### src/rtl/sirle_pkg.sv
// ----------------------------------------------------------------------------
// SGI RLE row decoder package
// Shared types, register indexes and defaults for the row decoder.
// ----------------------------------------------------------------------------
`default_nettype none

package sirle_pkg;

    // Defaults for the top-level parameters.
    localparam int OUT_LANES_DEF      = 4;
    localparam int MAX_WIDTH_BITS_DEF = 16;

    // Fixed field widths.
    localparam int BYTE_W      = 8;
    localparam int COUNT_W     = 7;
    localparam int NUM_LANE_F  = 4;
    localparam int BCOUNT_W    = 3;
    localparam int CFG_DATA_W  = 16;
    localparam int CFG_IDX_W   = 1;
    localparam int M_TDATA_W   = 40;
    localparam int M_TUSER_W   = 2;

    // Header byte fields.
    localparam logic [BYTE_W-1:0] COUNT_MASK  = 8'h7F;
    localparam logic [BYTE_W-1:0] LITERAL_BIT = 8'h80;

    // Register reset values.
    localparam logic                  STORAGE_MODE_RST = 1'b1;
    localparam logic [CFG_DATA_W-1:0] ROW_WIDTH_RST    = 16'h0100;

    // Configuration register indexes.
    localparam logic [CFG_IDX_W-1:0] CFG_STORAGE_MODE = 1'b0;
    localparam logic [CFG_IDX_W-1:0] CFG_ROW_WIDTH    = 1'b1;

    // Storage modes.
    localparam logic MODE_VERBATIM = 1'b0;
    localparam logic MODE_RLE      = 1'b1;

    // Decoder phase within a row.
    typedef enum logic [1:0] {
        PH_HEADER  = 2'd0,
        PH_LITERAL = 2'd1,
        PH_RUNVAL  = 2'd2,
        PH_DONE    = 2'd3
    } phase_t;

    // Work handed from the byte decoder to the word packer.
    typedef struct packed {
        logic                load;
        logic                row_end;
        logic                dropped;
        logic [COUNT_W-1:0]  keep;
        logic [BYTE_W-1:0]   value;
    } job_t;

endpackage

`default_nettype wire

### src/rtl/sirle_decode.sv
// ----------------------------------------------------------------------------
// SGI RLE byte decoder
// Tracks the header/literal/run phase and the pixel position, and turns each
// accepted byte into a packing job clipped against the row width.
// ----------------------------------------------------------------------------
`default_nettype none

module sirle_decode #(
    parameter int MAX_WIDTH_BITS = sirle_pkg::MAX_WIDTH_BITS_DEF
) (
    input  wire                              aclk,
    input  wire                              aresetn,
    input  wire                              accept,
    input  wire [sirle_pkg::BYTE_W-1:0]      code_byte,
    input  wire                              row_begin,
    input  wire                              storage_mode,
    input  wire [MAX_WIDTH_BITS-1:0]         row_width,
    output sirle_pkg::job_t                  job
);

    sirle_pkg::phase_t                  phase_reg, phase_next;
    logic [sirle_pkg::COUNT_W-1:0]      remain_reg, remain_next;
    logic [MAX_WIDTH_BITS-1:0]          pos_reg, pos_next;

    sirle_pkg::phase_t                  phase_cur;
    logic [sirle_pkg::COUNT_W-1:0]      remain_cur;
    logic [MAX_WIDTH_BITS-1:0]          pos_cur;
    logic [sirle_pkg::COUNT_W-1:0]      hdr_count;
    logic [sirle_pkg::COUNT_W-1:0]      n_pix;
    logic                               emit;
    logic [MAX_WIDTH_BITS-1:0]          avail;
    logic [MAX_WIDTH_BITS-1:0]          n_ext;
    logic [sirle_pkg::COUNT_W-1:0]      keep;

    // State registers.
    always_ff @(posedge aclk) begin
        if (!aresetn) begin
            phase_reg  <= sirle_pkg::PH_HEADER;
            remain_reg <= '0;
            pos_reg    <= '0;
        end else begin
            phase_reg  <= phase_next;
            remain_reg <= remain_next;
            pos_reg    <= pos_next;
        end
    end

    // A row start clears the state before the byte is looked at.
    assign phase_cur  = row_begin ? sirle_pkg::PH_HEADER : phase_reg;
    assign remain_cur = row_begin ? '0 : remain_reg;
    assign pos_cur    = row_begin ? '0 : pos_reg;
    assign hdr_count  = code_byte[sirle_pkg::COUNT_W-1:0];

    // Clip the pixel count against the room left in the row.
    assign avail = (row_width > pos_cur) ? (row_width - pos_cur) : '0;
    assign n_ext = MAX_WIDTH_BITS'(n_pix);
    assign keep  = (n_ext < avail) ? n_pix : avail[sirle_pkg::COUNT_W-1:0];

    // Phase sequencing and job generation.
    always_comb begin
        phase_next   = phase_reg;
        remain_next  = remain_reg;
        pos_next     = pos_reg;
        n_pix        = '0;
        emit         = 1'b0;
        job          = '0;
        job.value    = code_byte;
        if (accept) begin
            phase_next  = phase_cur;
            remain_next = remain_cur;
            pos_next    = pos_cur;
            if (storage_mode == sirle_pkg::MODE_VERBATIM) begin
                n_pix = sirle_pkg::COUNT_W'(1);
                emit  = 1'b1;
            end else begin
                case (phase_cur)
                    sirle_pkg::PH_HEADER: begin
                        if (hdr_count == '0) begin
                            phase_next  = sirle_pkg::PH_DONE;
                            remain_next = '0;
                            job.load    = 1'b1;
                            job.row_end = 1'b1;
                        end else begin
                            remain_next = hdr_count;
                            phase_next  = ((code_byte & sirle_pkg::LITERAL_BIT) != '0)
                                        ? sirle_pkg::PH_LITERAL : sirle_pkg::PH_RUNVAL;
                        end
                    end
                    sirle_pkg::PH_LITERAL: begin
                        remain_next = remain_cur - sirle_pkg::COUNT_W'(1);
                        if (remain_next == '0) begin
                            phase_next = sirle_pkg::PH_HEADER;
                        end
                        n_pix = sirle_pkg::COUNT_W'(1);
                        emit  = 1'b1;
                    end
                    sirle_pkg::PH_RUNVAL: begin
                        remain_next = '0;
                        phase_next  = sirle_pkg::PH_HEADER;
                        n_pix       = remain_cur;
                        emit        = 1'b1;
                    end
                    default: begin
                        // Bytes after the row end are ignored.
                    end
                endcase
            end
            if (emit) begin
                pos_next    = pos_cur + MAX_WIDTH_BITS'(keep);
                job.keep    = keep;
                job.dropped = (n_ext > avail);
                job.load    = (keep != '0) || (n_ext > avail);
            end
        end
    end

endmodule

`default_nettype wire

### src/rtl/sirle_pack.sv
// ----------------------------------------------------------------------------
// SGI RLE word packer
// Splits one job into result words of up to LANES pixels, one word a cycle unless the
// output stalls, with a single shared down counter; words wait in an output register.
// ----------------------------------------------------------------------------
`default_nettype none

module sirle_pack #(
    parameter int OUT_LANES = sirle_pkg::OUT_LANES_DEF
) (
    input  wire                                aclk,
    input  wire                                aresetn,
    input  wire sirle_pkg::job_t               job,
    output logic                               busy,
    output logic                               m_tvalid,
    input  wire                                m_tready,
    output logic [sirle_pkg::M_TDATA_W-1:0]    m_tdata,   // lane0..lane3, byte_count, pad
    output logic [sirle_pkg::M_TUSER_W-1:0]    m_tuser,   // row_done, overrun
    output logic                               m_tlast
);

    localparam int Lanes = (OUT_LANES > sirle_pkg::NUM_LANE_F) ? sirle_pkg::NUM_LANE_F
                         : ((OUT_LANES < 1) ? 1 : OUT_LANES);

    logic                               active_reg, active_next;
    logic                               row_end_reg, row_end_next;
    logic                               drop_reg, drop_next;
    logic [sirle_pkg::COUNT_W-1:0]      left_reg, left_next;
    logic [sirle_pkg::BYTE_W-1:0]       value_reg, value_next;

    logic                               ovalid_reg, ovalid_next;
    logic [sirle_pkg::M_TDATA_W-1:0]    odata_reg, odata_next;
    logic [sirle_pkg::M_TUSER_W-1:0]    ouser_reg, ouser_next;
    logic                               olast_reg, olast_next;

    logic                               slot_free;
    logic [sirle_pkg::BCOUNT_W-1:0]     cnt;
    logic [sirle_pkg::COUNT_W-1:0]      left_sub;

    // Control and output registers.
    always_ff @(posedge aclk) begin
        if (!aresetn) begin
            active_reg <= 1'b0;
            ovalid_reg <= 1'b0;
        end else begin
            active_reg <= active_next;
            ovalid_reg <= ovalid_next;
        end
        row_end_reg <= row_end_next;
        drop_reg    <= drop_next;
        left_reg    <= left_next;
        value_reg   <= value_next;
        odata_reg   <= odata_next;
        ouser_reg   <= ouser_next;
        olast_reg   <= olast_next;
    end

    assign slot_free = !ovalid_reg || m_tready;
    assign cnt       = (left_reg < sirle_pkg::COUNT_W'(Lanes)) ? left_reg[sirle_pkg::BCOUNT_W-1:0]
                                                                : sirle_pkg::BCOUNT_W'(Lanes);
    assign left_sub  = left_reg - sirle_pkg::COUNT_W'(cnt);

    // Word generation: one word per cycle while a job is active and the output register is free.
    always_comb begin
        active_next  = active_reg;
        row_end_next = row_end_reg;
        drop_next    = drop_reg;
        left_next    = left_reg;
        value_next   = value_reg;
        ovalid_next  = ovalid_reg && !m_tready;
        odata_next   = odata_reg;
        ouser_next   = ouser_reg;
        olast_next   = olast_reg;
        if (job.load) begin
            active_next  = 1'b1;
            row_end_next = job.row_end;
            drop_next    = job.dropped;
            left_next    = job.keep;
            value_next   = job.value;
        end else if (active_reg && slot_free) begin
            ovalid_next = 1'b1;
            odata_next  = '0;
            ouser_next  = '0;
            if (row_end_reg) begin
                ouser_next[0] = 1'b1;
                olast_next    = 1'b1;
                active_next   = 1'b0;
            end else begin
                for (int k = 0; k < sirle_pkg::NUM_LANE_F; k++) begin
                    if (sirle_pkg::BCOUNT_W'(k) < cnt) begin
                        odata_next[k*sirle_pkg::BYTE_W +: sirle_pkg::BYTE_W] = value_reg;
                    end
                end
                odata_next[sirle_pkg::NUM_LANE_F*sirle_pkg::BYTE_W +: sirle_pkg::BCOUNT_W] = cnt;
                left_next     = left_sub;
                olast_next    = (left_sub == '0);
                ouser_next[1] = (left_sub == '0) && drop_reg;
                active_next   = (left_sub != '0);
            end
        end
    end

    assign busy     = active_reg;
    assign m_tvalid = ovalid_reg;
    assign m_tdata  = odata_reg;
    assign m_tuser  = ouser_reg;
    assign m_tlast  = olast_reg;

endmodule

`default_nettype wire

### src/rtl/sgi_image_rle_row_decoder.sv
// ----------------------------------------------------------------------------
// SGI image RLE row decoder
// Decodes one scanline of one channel plane, one stored byte per input beat.
// ----------------------------------------------------------------------------
// The decoder turns every accepted input beat into a job in the same cycle. A
// header with a nonzero count and a byte that arrives after the row end yield
// no word, and the block stays ready. Every other byte loads the word packer,
// which then yields one result word per cycle while the output register can
// take it, and the input stays not ready until the packer has moved its last
// word into the output register. A literal, verbatim, row-end or fully dropped
// byte yields a single word; a run byte yields as many words as its kept pixels
// fill. The final word waits in the output register while the next byte is
// accepted. Output stalls hold the packer and therefore the input.
`default_nettype none

module sgi_image_rle_row_decoder #(
    parameter int OUT_LANES      = sirle_pkg::OUT_LANES_DEF,
    parameter int MAX_WIDTH_BITS = sirle_pkg::MAX_WIDTH_BITS_DEF
) (
    input  wire                                 aclk,
    input  wire                                 aresetn,
    // Configuration write channel.
    input  wire                                 cfg_valid,
    output logic                                cfg_ready,
    input  wire [sirle_pkg::CFG_IDX_W-1:0]      cfg_index,
    input  wire [sirle_pkg::CFG_DATA_W-1:0]     cfg_data,
    // Stored byte stream.
    input  wire                                 s_tvalid,
    output logic                                s_tready,
    input  wire [sirle_pkg::BYTE_W-1:0]         s_tdata,    // code_byte
    input  wire                                 s_tuser,    // row_begin
    // Decoded pixel words.
    output logic                                m_tvalid,
    input  wire                                 m_tready,
    output logic [sirle_pkg::M_TDATA_W-1:0]     m_tdata,    // lane0..lane3, byte_count, pad
    output logic [sirle_pkg::M_TUSER_W-1:0]     m_tuser,    // row_done, overrun
    output logic                                m_tlast     // last_of_item
);

    logic                               mode_reg, mode_next;
    logic [sirle_pkg::CFG_DATA_W-1:0]   width_reg, width_next;
    logic                               busy;
    logic                               accept;
    sirle_pkg::job_t                    job;

    // Configuration registers.
    always_ff @(posedge aclk) begin
        if (!aresetn) begin
            mode_reg  <= sirle_pkg::STORAGE_MODE_RST;
            width_reg <= sirle_pkg::ROW_WIDTH_RST;
        end else begin
            mode_reg  <= mode_next;
            width_reg <= width_next;
        end
    end

    always_comb begin
        mode_next  = mode_reg;
        width_next = width_reg;
        if (cfg_valid) begin
            case (cfg_index)
                sirle_pkg::CFG_STORAGE_MODE: mode_next  = cfg_data[0];
                sirle_pkg::CFG_ROW_WIDTH:    width_next = cfg_data;
                default: begin
                end
            endcase
        end
    end

    assign cfg_ready = 1'b1;
    assign s_tready  = !busy;
    assign accept    = s_tvalid && s_tready;

    sirle_decode #(
        .MAX_WIDTH_BITS (MAX_WIDTH_BITS)
    ) u_decode (
        .aclk         (aclk),
        .aresetn      (aresetn),
        .accept       (accept),
        .code_byte    (s_tdata),
        .row_begin    (s_tuser),
        .storage_mode (mode_reg),
        .row_width    (width_reg[MAX_WIDTH_BITS-1:0]),
        .job          (job)
    );

    sirle_pack #(
        .OUT_LANES (OUT_LANES)
    ) u_pack (
        .aclk     (aclk),
        .aresetn  (aresetn),
        .job      (job),
        .busy     (busy),
        .m_tvalid (m_tvalid),
        .m_tready (m_tready),
        .m_tdata  (m_tdata),
        .m_tuser  (m_tuser),
        .m_tlast  (m_tlast)
    );

endmodule

`default_nettype wire

### config.mk
export PLATFORM = sky130hd
export DESIGN_NAME = sgi_image_rle_row_decoder
export DESIGN_NICKNAME = d
export VERILOG_FILES = /design/src/rtl/sirle_pkg.sv /design/src/rtl/sirle_decode.sv /design/src/rtl/sirle_pack.sv /design/src/rtl/sgi_image_rle_row_decoder.sv
export SDC_FILE = /design/constraint.sdc
export NUM_CORES = 1
export LEC_CHECK = 0
export BUFFER_PORTS_ARGS = -buffer_cell sky130_fd_sc_hd__buf_2
export CAP_MARGIN = 20
export CORE_MARGIN = 4
export CORE_UTILIZATION = 40
export DETAILED_ROUTE_END_ITERATION = 8
export PLACE_DENSITY = 0.62
export SLEW_MARGIN = 20
export SYNTH_ARGS = -nofsm -noshare
export SYNTH_HDL_FRONTEND = slang
export SYNTH_HIERARCHICAL = 1
export SYNTH_SLANG_ARGS = --single-unit
### constraint.sdc
create_clock -name aclk -period 8.6 [get_ports aclk]
set_input_delay 0.86 -clock aclk [delete_from_list [all_inputs] [get_ports aclk]]
set_output_delay 0.86 -clock aclk [all_outputs]
set_load 0.005 [all_outputs]
==> impl_results.md, run 1 <==
* Total grt overflow at 0
* Routed length per placed instance at 15.4 um
* Critical Path Start: s_tuser
* Crit-path max FO at 35
* Clock share of power at 0.342
* Worst r2r dst: u_decode/pos_reg[11]
* Yosys Warn Count at 6
* Fmax at between 100 and 150 MHz
* Final Cycle Share at 0.804
* Mux cell area share after synthesis at 0.0143
* Worst-path clk slew at 0.08 ns
* Pin count of the biggest net entering global routing at 62
* Post-Synth Adder-Cell Area at 0.0813
* Max clock buf depth at 2
* Worst EP arrival at 7.16 ns
* Setup crit start kind: input port
* Most frequent cell on the critical path: a21o_1
* Antenna violations before repair at 0
* Post-synth top area share at 0.254
* Slew margin rel. at 0.335
* Most common cell after layout, fill and taps aside: nand2_1
* Placed cell count at between 900 and 1000
* Core footprint at 15900 um^2
* Max-slew violation count at 0
* First-pass GRT wire length at approximately 24 mm
* Slowest stage cell, crit path: nor4b_1
* Final #Nets at 826
* R2R cell count at 27
* CP Class: input port to flop
* Syn Area/Cell at 9.10 um^2
* Flop pwr share at 0.463
* Leakage at 0.00298 uW
* P_int at between 800 and 900 uW
* Final hold violations at 0
* Worst Hold Class: flop to flop
* Critical Path End Type: flop
* Vias at roughly 5200
* Clk_lat worst skew at between 0.3 and 0.4 ns
* Setup tns final at 0 ns
* Worst Path Required at 8.85 ns
* Largest family of logic cells by synthesized area: simple AND/OR/NAND/NOR gates
* Initial Util at 0.409
* Most frequent cells in the layout: 73 x nand2_1, 70 x buf_2, 55 x edfxtp_1
* DRT Pass-1 Iters at 5
* Xor and xnor area share after synthesis at 0.0297
* Yosys reg bits at 99
* Row Count at 46
* Vias per cell at 5.37
* R2r setup slk at around 2.2 ns
* Worst Setup EP: u_decode/pos_reg[11]
* H-Tree Depth at 3
* Slowest stage delay, CP at 0.74 ns
* CTS buffer count at 9
* Max reg flops at 35
* Unrepaired setup endpoints after global routing: no
* Post-synth EDFFs at between 50 and 60
* Fin cells at 975
* Layout cells sized above 1 at 0.159
* Drt drc at 0
* Seq/Total Area, Yosys at 0.390
* Clock sink count at 99
* Vias in the first global route at 5072
* Gate power share at 0.195
* CTS tree: yes
* Asr flop ratio synth at 0
* Post-DRT Antenna Nets at 0
* CTS hold repair buffers at 0
* Tightest Pin Transition at between 0.9 and 1 ns
* DIE WIDTH at 135 um
* Simple-Gate Fraction of Synth Area at 0.247
* Area contributors post-synth: edfxtp_1 25%, dfxtp_1 14%, ha_1 7.5%, nand2_1 4.2%, nand2b_1 3.6%
* HPWL after DPL at 11.5 mm
* Final setup viols at 0
* DRT Wirelength at between 15 and 20 mm
* Synth-to-Final Area Change at 10.2%
* Power Density at approximately 160 nW/um^2
* Post-CTS Resized at 0
* I/O Buffers at 70
* Die height at 135 um
* Initial DRC Count at 246
* Post-Syn Instances at 714
* Max Cap Viol at 0
* Ys flop type: edfxtp_1
* Worst Clk Skew at roughly 0.009 ns
* Psw at 353 uW
* Count of different cell masters after synthesis at 76
* GPL Wtd Cong at between 0.9 and 1
* Status: finished clean
* Ports at between 70 and 80
* Post-CTS Setup Inserts at 0
* Area leader, netlist: edfxtp_1
* Design Power at between 1000 and 1500 uW
* Sw Share at 0.302
* Compound-Gate Fraction of Synth Area at 0.176
* FF-to-FF Start: u_decode/pos_reg[9]
* Antenna diodes at 0
* Die Area at 18300 um^2
* VDD IR max at between 0.08 and 0.09 mV
* Tmin final at around 7 ns
* Gr usage total at 0.162
* Mapped Area at 6500 um^2
* Root buffer cell: clkbuf_16
==> power groups by stage <==
stage / Clock [uW] / Sequential (uW) / Combinational [uW]
after floorplan: 0 / 549 / 177
after global placement: 0 / 553 / 221
after detailed placement: 0 / 554 / 224
after CTS: 414 / 543 / 225
after global routing: 432 / 545 / 254
final: 401 / 543 / 228
==> stage by stage <==
step	hold WS (ns)	area (um^2)	utilization	setup WS (ns)
2_1_floorplan	0.439	6520	-	1.12
3_3_place_gp	0.453	6860	0.432	1.71
3_5_place_dp	0.457	6860	0.432	1.39
4_1_cts	0.472	7160	0.450	1.78
5_1_grt	0.488	7160	0.450	1.06
6_report	0.465	7160	0.450	1.69
==> critical path, delay by kind of cell <==
kind / cells / cell delay (ns)
AOI/OAI and AO/OA: 19 / 3.67
and+or+nand+nor: 4 / 1.24
adders and majority gates: 3 / 1.00
buffers and inverters: 2 / 0.38
==> area by class of cell <==
type	instances	area (um^2)
sequential	99	2530
inverter	26	97.6
fill	1579	8730
timing repair buffer	72	365
clock inverter	7	68.8
clock buffer	9	225
multi-input combinational	546	3600
tap	216	270
==> routing by layer <==
metal / part of all wire / track usage / wire, um
met2: 0.47 / 0.267 / 7100
met5: 0 / 0 / 0
met1: 0.45 / 0.209 / 6770
met4: 0.033 / 0.0745 / 491
met3: 0.044 / 0.0279 / 655
==> cell usage after synthesis, drive strengths merged (5+ instances only) <==
library cell,n
a21o,14
edfxtp,55
nand2,74
and3,5
a21oi,34
nor3,15
a31oi,8
nand4,24
a211oi,9
ha,39
inv,26
dfxtp,44
xnor2,14
nor2,50
nand3,17
clkbuf,16
nor4,5
buf,32
xor2,8
and2,30
o21ai,49
mux2i,7
nand2b,37
nor2b,26
o211ai,7
a22oi,13
==> cell families after synthesis <==
group / after synthesis
buffers and inverters: 74
adder cells (fa/ha/maj): 41
flip-flops: 99
AND/OR/NAND/NOR: 302
other: 3
AO/OA/AOI/OAI: 164
XOR/XNOR: 22
multiplexers: 9
==> worst min path at each step <==
stage	from	slack (ns)	cells after the start	to
after global routing	width_reg[2]	0.49	2	width_reg[2]
after global placement	width_reg[0]	0.45	2	width_reg[0]
after floorplan	width_reg[0]	0.44	2	width_reg[0]
after CTS	width_reg[11]	0.47	2	width_reg[11]
final	width_reg[12]	0.47	2	width_reg[12]
after detailed placement	width_reg[11]	0.46	2	width_reg[11]
No activity file was read; power rests on OpenSTA's default activity.
==> inputs of run 2 (changes only) <==
clock period = 7 ns   (was 8.6 ns; I/O delays follow)
==> impl_results.md, run 2 (synthesis results as in run 1) <==
* Status: finished clean (unchanged)
* Final Cycle Share at 0.919
* Post-CTS Setup Inserts at 0 (unchanged)
* Multi-input gate area at 3610 um^2 (was 3600 um^2)
* Worst Hold Class: flop to flop (unchanged)
* Worst EP arrival at 6.69 ns (was 7.16 ns)
* R2R cell count at 29 (was 27)
* Gr usage total at 0.177 (was 0.162)
* Final setup viols at 0 (unchanged)
* Initial DRC Count at 345 (was 246)
* Worst-path clk slew at 0.07 ns (was 0.08 ns)
* Fin util at 0.454 (was 0.450)
* Ports at 77 (unchanged)
* Total grt overflow at 0 (unchanged)
* Vias at 5287 (was 5232)
* Setup crit start kind: input port (unchanged)
* CTS buffer count at 9 (unchanged)
* DRT Wirelength at 15.7 mm (was 15.0 mm)
* I/O Buffers at 70 (unchanged)
* Max reg flops at 35 (unchanged)
* Root buffer cell: clkbuf_16 (unchanged)
* Post-DRT Antenna Nets at 0 (unchanged)
* Placed Area at 6890 um^2 (was 6860 um^2)
* Register area at 2530 um^2 (unchanged)
* Setup ws final at 0.570 ns (was 1.69 ns)
* Tmin final at 6.43 ns
* Most common cell after layout, fill and taps aside: nand2_1 (unchanged)
* Critical Path End Type: flop (unchanged)
* Initial Util at 0.409 (unchanged)
* VDD IR max at 0.116 mV (was 0.0854 mV)
* Max clock buf depth at 2 (unchanged)
* Synth-to-Final Area Change at 11.0% (was 10.2%)
* Antenna diodes at 0 (unchanged)
* Post-CTS Resized at 0 (unchanged)
* Leakage at 0.00301 uW (was 0.00298 uW)
* Slew margin rel. at 0.326 (was 0.335)
* GPL Wtd Cong at 0.944 (was 0.903)
* Core footprint at 15900 um^2 (unchanged)
* Fillers at 1544 (was 1579)
* CTS tree: yes (unchanged)
* Clock sink count at 99 (unchanged)
* Final #Nets at 830 (was 826)
* Max-slew violation count at 0 (unchanged)
* Die Area at 18300 um^2 (unchanged)
* Vias per cell at 5.40 (was 5.37)
* Max Cap Viol at 0 (unchanged)
* Tightest Pin Transition at 1.01 ns (was 0.996 ns)
* CTS hold repair buffers at 0 (unchanged)
* Layout cells sized above 1 at 0.166 (was 0.159)
* Row Count at 46 (unchanged)
* Antenna violations before repair at 0 (unchanged)
* Die height at 135 um (unchanged)
* Pin count of the biggest net entering global routing at 62 (unchanged)
* Drt drc at 0 (unchanged)
* Clk_lat worst skew at 0.36 ns (was 0.35 ns)
* Fmax at between 150 and 200 MHz
* Routed length per placed instance at 16.0 um (was 15.4 um)
* CP Class: input port to flop (unchanged)
* Unrepaired setup endpoints after global routing: no (unchanged)
* DRT Pass-1 Iters at 5 (unchanged)
* H-Tree Depth at 3 (unchanged)
* Crit-path max FO at 18 (was 35)
* Power Density at 204 nW/um^2 (was 164 nW/um^2)
* Worst Clk Skew at 0.00849 ns (was 0.00903 ns)
* Setup tns final at 0 ns (unchanged)
* Worst Hold Depth at 2 (unchanged)
* Worst Path Required at 7.26 ns (was 8.85 ns)
* Final hold violations at 0 (unchanged)
* DIE WIDTH at 135 um (unchanged)
* Most frequent cells in the layout: 73 x nand2_1, 70 x buf_2, 55 x edfxtp_1 (unchanged)
* Pre-CTS WS at 0.170 ns (was 1.39 ns)
* HPWL after DPL at 12.0 mm (was 11.5 mm)
* First-pass GRT wire length at 26.1 mm (was 24.4 mm)
* Vias in the first global route at 5160 (was 5072)
* Final instance area at 7210 um^2 (was 7160 um^2)
run 2: layer usage:
metal	wire, um	vias to the layer above	GRT usage
met1	7300	2473	0.239
met3	837	27	0.0390
met4	369	0	0.0610
li1	-	2634	-
met2	7150	153	0.281
met5	0	-	0
run 2: metrics by stage:
step / std cells / hold WS, ns / power [uW]
3_3_place_gp: 963 / 0.454 / 958
6_report: 979 / 0.472 / 1470
4_1_cts: 979 / 0.476 / 1480
2_1_floorplan: 719 / 0.439 / 892
3_5_place_dp: 963 / 0.465 / 962
5_1_grt: 979 / 0.506 / 1550
run 2: power breakdown:
part / internal [uW] / switching (uW)
sequential: 645 / 23.6
combinational: 113 / 172
clock: 257 / 257
run 2: final timing paths:
path / slack (ns) / end / start
worst max-delay path: 0.57 / u_decode/pos_reg[12] / s_tuser
worst min-delay path: 0.47 / width_reg[6] / width_reg[6]
worst max register to register: 0.79 / u_decode/pos_reg[12] / u_decode/pos_reg[0]
worst min register to register: 0.47 / width_reg[6] / width_reg[6]
run 2: area by class of cell:
cell class / count / share of cell area
Clock buffer: 9 / 0.0312
Clock inverter: 7 / 0.0113
Inverter: 26 / 0.0135
Multi-Input combinational cell: 546 / 0.500
Sequential cell: 99 / 0.351
Tap cell: 216 / 0.0375
Timing Repair Buffer: 76 / 0.0548
run 2: worst max-delay path, stage by stage:
cell	delay, ns
buf_2	0.19
nand2b_1	0.19
ha_1	0.41
nand2_1	0.11
or3_1	0.41
a211oi_2	0.31
o31a_2	0.32
nand2_1	0.09
ha_1	0.31
nor2b_1	0.14
o211a_1	0.13
o21ai_0	0.08
a21oi_1	0.30
o21ai_1	0.25
or2_4	0.32
o311a_4	0.32
inv_1	0.06
ha_1	0.18
fa_1	0.22
a21o_1	0.12
a21oi_1	0.09
o21ai_0	0.29
a21oi_1	0.13
nor3_1	0.29
and3_1	0.29
nand3_1	0.11
xor2_1	0.17
and2_1	0.15
==> inputs of run 3 (changes only) <==
==> constraint.sdc (replaced) <==
create_clock -name aclk -period 7 [get_ports aclk]
set_input_delay 1.4 -clock aclk [delete_from_list [all_inputs] [get_ports aclk]]
set_output_delay 1.4 -clock aclk [all_outputs]
set_load 0.005 [all_outputs]
==> impl_results.md, run 3 (synthesis results as in run 1) <==
* Status: finished clean (unchanged)
* Met3 WL at 689 um (was 837 um)
* Core footprint at 15900 um^2 (unchanged)
* HPWL after DPL at 11.8 mm (was 12.0 mm)
* Final setup viols at 0 (unchanged)
* Max Cap Viol at 0 (unchanged)
* Gr usage total at 0.169 (was 0.177)
* Clk_lat worst skew at 0.36 ns (about the same)
* CTS tree: yes (unchanged)
* Total grt overflow at 0 (unchanged)
* Layout cells sized above 1 at 0.189 (was 0.166)
* Critical Path End Type: flop (unchanged)
* DRT Pass-1 Iters at 4 (was 5)
* Worst Path Required at 7.25 ns (was 7.26 ns)
* VDD IR max at 0.141 mV (was 0.116 mV)
* Most frequent cells in the layout: 73 x nand2_1, 70 x buf_2, 55 x edfxtp_1 (unchanged)
* Worst EP arrival at 6.86 ns (was 6.69 ns)
* Vias in the first global route at 5219 (was 5160)
* Drt drc at 0 (unchanged)
* Die height at 135 um (unchanged)
* CTS buffer count at 9 (unchanged)
* Ports at 77 (unchanged)
* Final hold violations at 0 (unchanged)
* Most common cell after layout, fill and taps aside: nand2_1 (unchanged)
* Max-slew violation count at 0 (unchanged)
* Power Density at 200 nW/um^2 (was 204 nW/um^2)
* Slew margin rel. at 0.297 (was 0.326)
* Antenna diodes at 0 (unchanged)
* GPL Wtd Cong at 0.923 (was 0.944)
* Uppermost layer routed: met4 (unchanged)
* Row Count at 46 (unchanged)
* Post-DRT Antenna Nets at 0 (unchanged)
* Setup crit start kind: input port (unchanged)
* Synth-to-Final Area Change at 13.7% (was 11.0%)
* Die Area at 18300 um^2 (unchanged)
* Root buffer cell: clkbuf_16 (unchanged)
* Final #Nets at 849 (was 830)
* Tightest Pin Transition at 1.04 ns (was 1.01 ns)
* First-pass GRT wire length at 25.2 mm (was 26.1 mm)
* H-Tree Depth at 3 (unchanged)
* Met2 wire length at 7.47 mm (was 7.15 mm)
* Worst Clk Skew at 0.0156 ns (was 0.00849 ns)
* DIE WIDTH at 135 um (unchanged)
* Fmax at 151 MHz (was 156 MHz)
* CTS hold repair buffers at 0 (unchanged)
* Routed length per placed instance at 15.2 um (was 16.0 um)
* Vias per cell at 5.30 (was 5.40)
* DRT Wirelength at 15.2 mm (was 15.7 mm)
* Max clock buf depth at 2 (unchanged)
* I/O Buffers at 70 (unchanged)
* Crit-path max FO at 17 (was 18)
* Setup tns final at 0 ns (unchanged)
* Initial DRC Count at 321 (was 345)
* Worst Hold Class: flop to flop (unchanged)
* Fin util at 0.465 (was 0.454)
* Initial Util at 0.409 (unchanged)
* Tmin final at 6.61 ns (was 6.43 ns)
* Final Cycle Share at 0.944 (was 0.919)
* Pin count of the biggest net entering global routing at 62 (unchanged)
* Leakage at 0.00311 uW (was 0.00301 uW)
* Clock sink count at 99 (unchanged)
* Antenna violations before repair at 0 (unchanged)
* CP Class: input port to flop (unchanged)
* Met1 wire length at 6.70 mm (was 7.30 mm)
* Worst-path clk slew at 0.07 ns (about the same)
* Vias at 5293 (was 5287)
* Max reg flops at 35 (unchanged)
run 3: worst max-delay path, cell delays in order:
cell and delay (ns):
buf_2 0.19, nand2b_1 0.22, ha_1 0.40, nor2_1 0.06, or3_1 0.40, a211oi_4 0.33
o31a_2 0.29, nand2_1 0.08, ha_1 0.29, nor2b_1 0.12, o211a_1 0.13, o21ai_0 0.10
a21oi_2 0.17, o21ai_2 0.12, or2_4 0.29, o311a_4 0.32, inv_1 0.06, ha_1 0.18
fa_1 0.21, a21o_1 0.13, a21oi_1 0.10, o21ai_1 0.23, a21oi_1 0.10, nor3_1 0.23
and3_1 0.27, nand3_1 0.12, xor2_1 0.17, and2_1 0.15
run 3: repair_timing:
action                     4_1_cts  5_1_grt
setup endpoints to repair        0        2
setup buffers                    0        3
gates resized for setup          0        1
run 3: report_power, final:
group	internal, uW	switching (uW)	total, uW	leakage (uW)
clock	258	250	508	0.000153
sequential	645	22.0	667	0.000870
combinational	129	176	305	0.00208
total	1030	447	1480	0.00311
run 3: worst paths after layout:
check | cells past startpoint | start | end | slack (ns)
worst max-delay path | 28 | s_tuser | u_decode/pos_reg[12] | 0.39
worst min register to register | 2 | width_reg[0] | width_reg[0] | 0.47
worst max register to register | 28 | u_decode/pos_reg[0] | u_decode/pos_reg[12] | 1.30
worst min-delay path | 2 | width_reg[0] | width_reg[0] | 0.47
run 3: stage by stage:
| stage | setup WS, ns | cells | power [uW] | hold slack [ns] | instance area (um^2) |
|---|---|---|---|---|---|
| after floorplan | 0.0351 | 719 | 898 | 0.439 | 6550 |
| after global placement | 0.162 | 979 | 970 | 0.454 | 7040 |
| after detailed placement | 0.0611 | 979 | 975 | 0.460 | 7040 |
| after CTS | 0.409 | 995 | 1480 | 0.470 | 7360 |
| after global routing | -0.00399 | 998 | 1560 | 0.478 | 7390 |
| final | 0.390 | 998 | 1480 | 0.466 | 7390 |
run 3: area by class of cell:
type | instances | area, um^2
clock buffers | 9 | 225
flip-flops and latches | 99 | 2530
well taps | 216 | 270
clock inverters | 7 | 86.3
repair buffers | 95 | 538
multi-input cells | 546 | 3640
inverters | 26 | 97.6
fillers | 1547 | 8500
run 3: routing by layer:
layer / GRT usage / vias to the layer above
li1: - / 2661
met1: 0.210 / 2473
met2: 0.292 / 133
met3: 0.0357 / 26
met4: 0.0588 / 0
met5: 0 / -
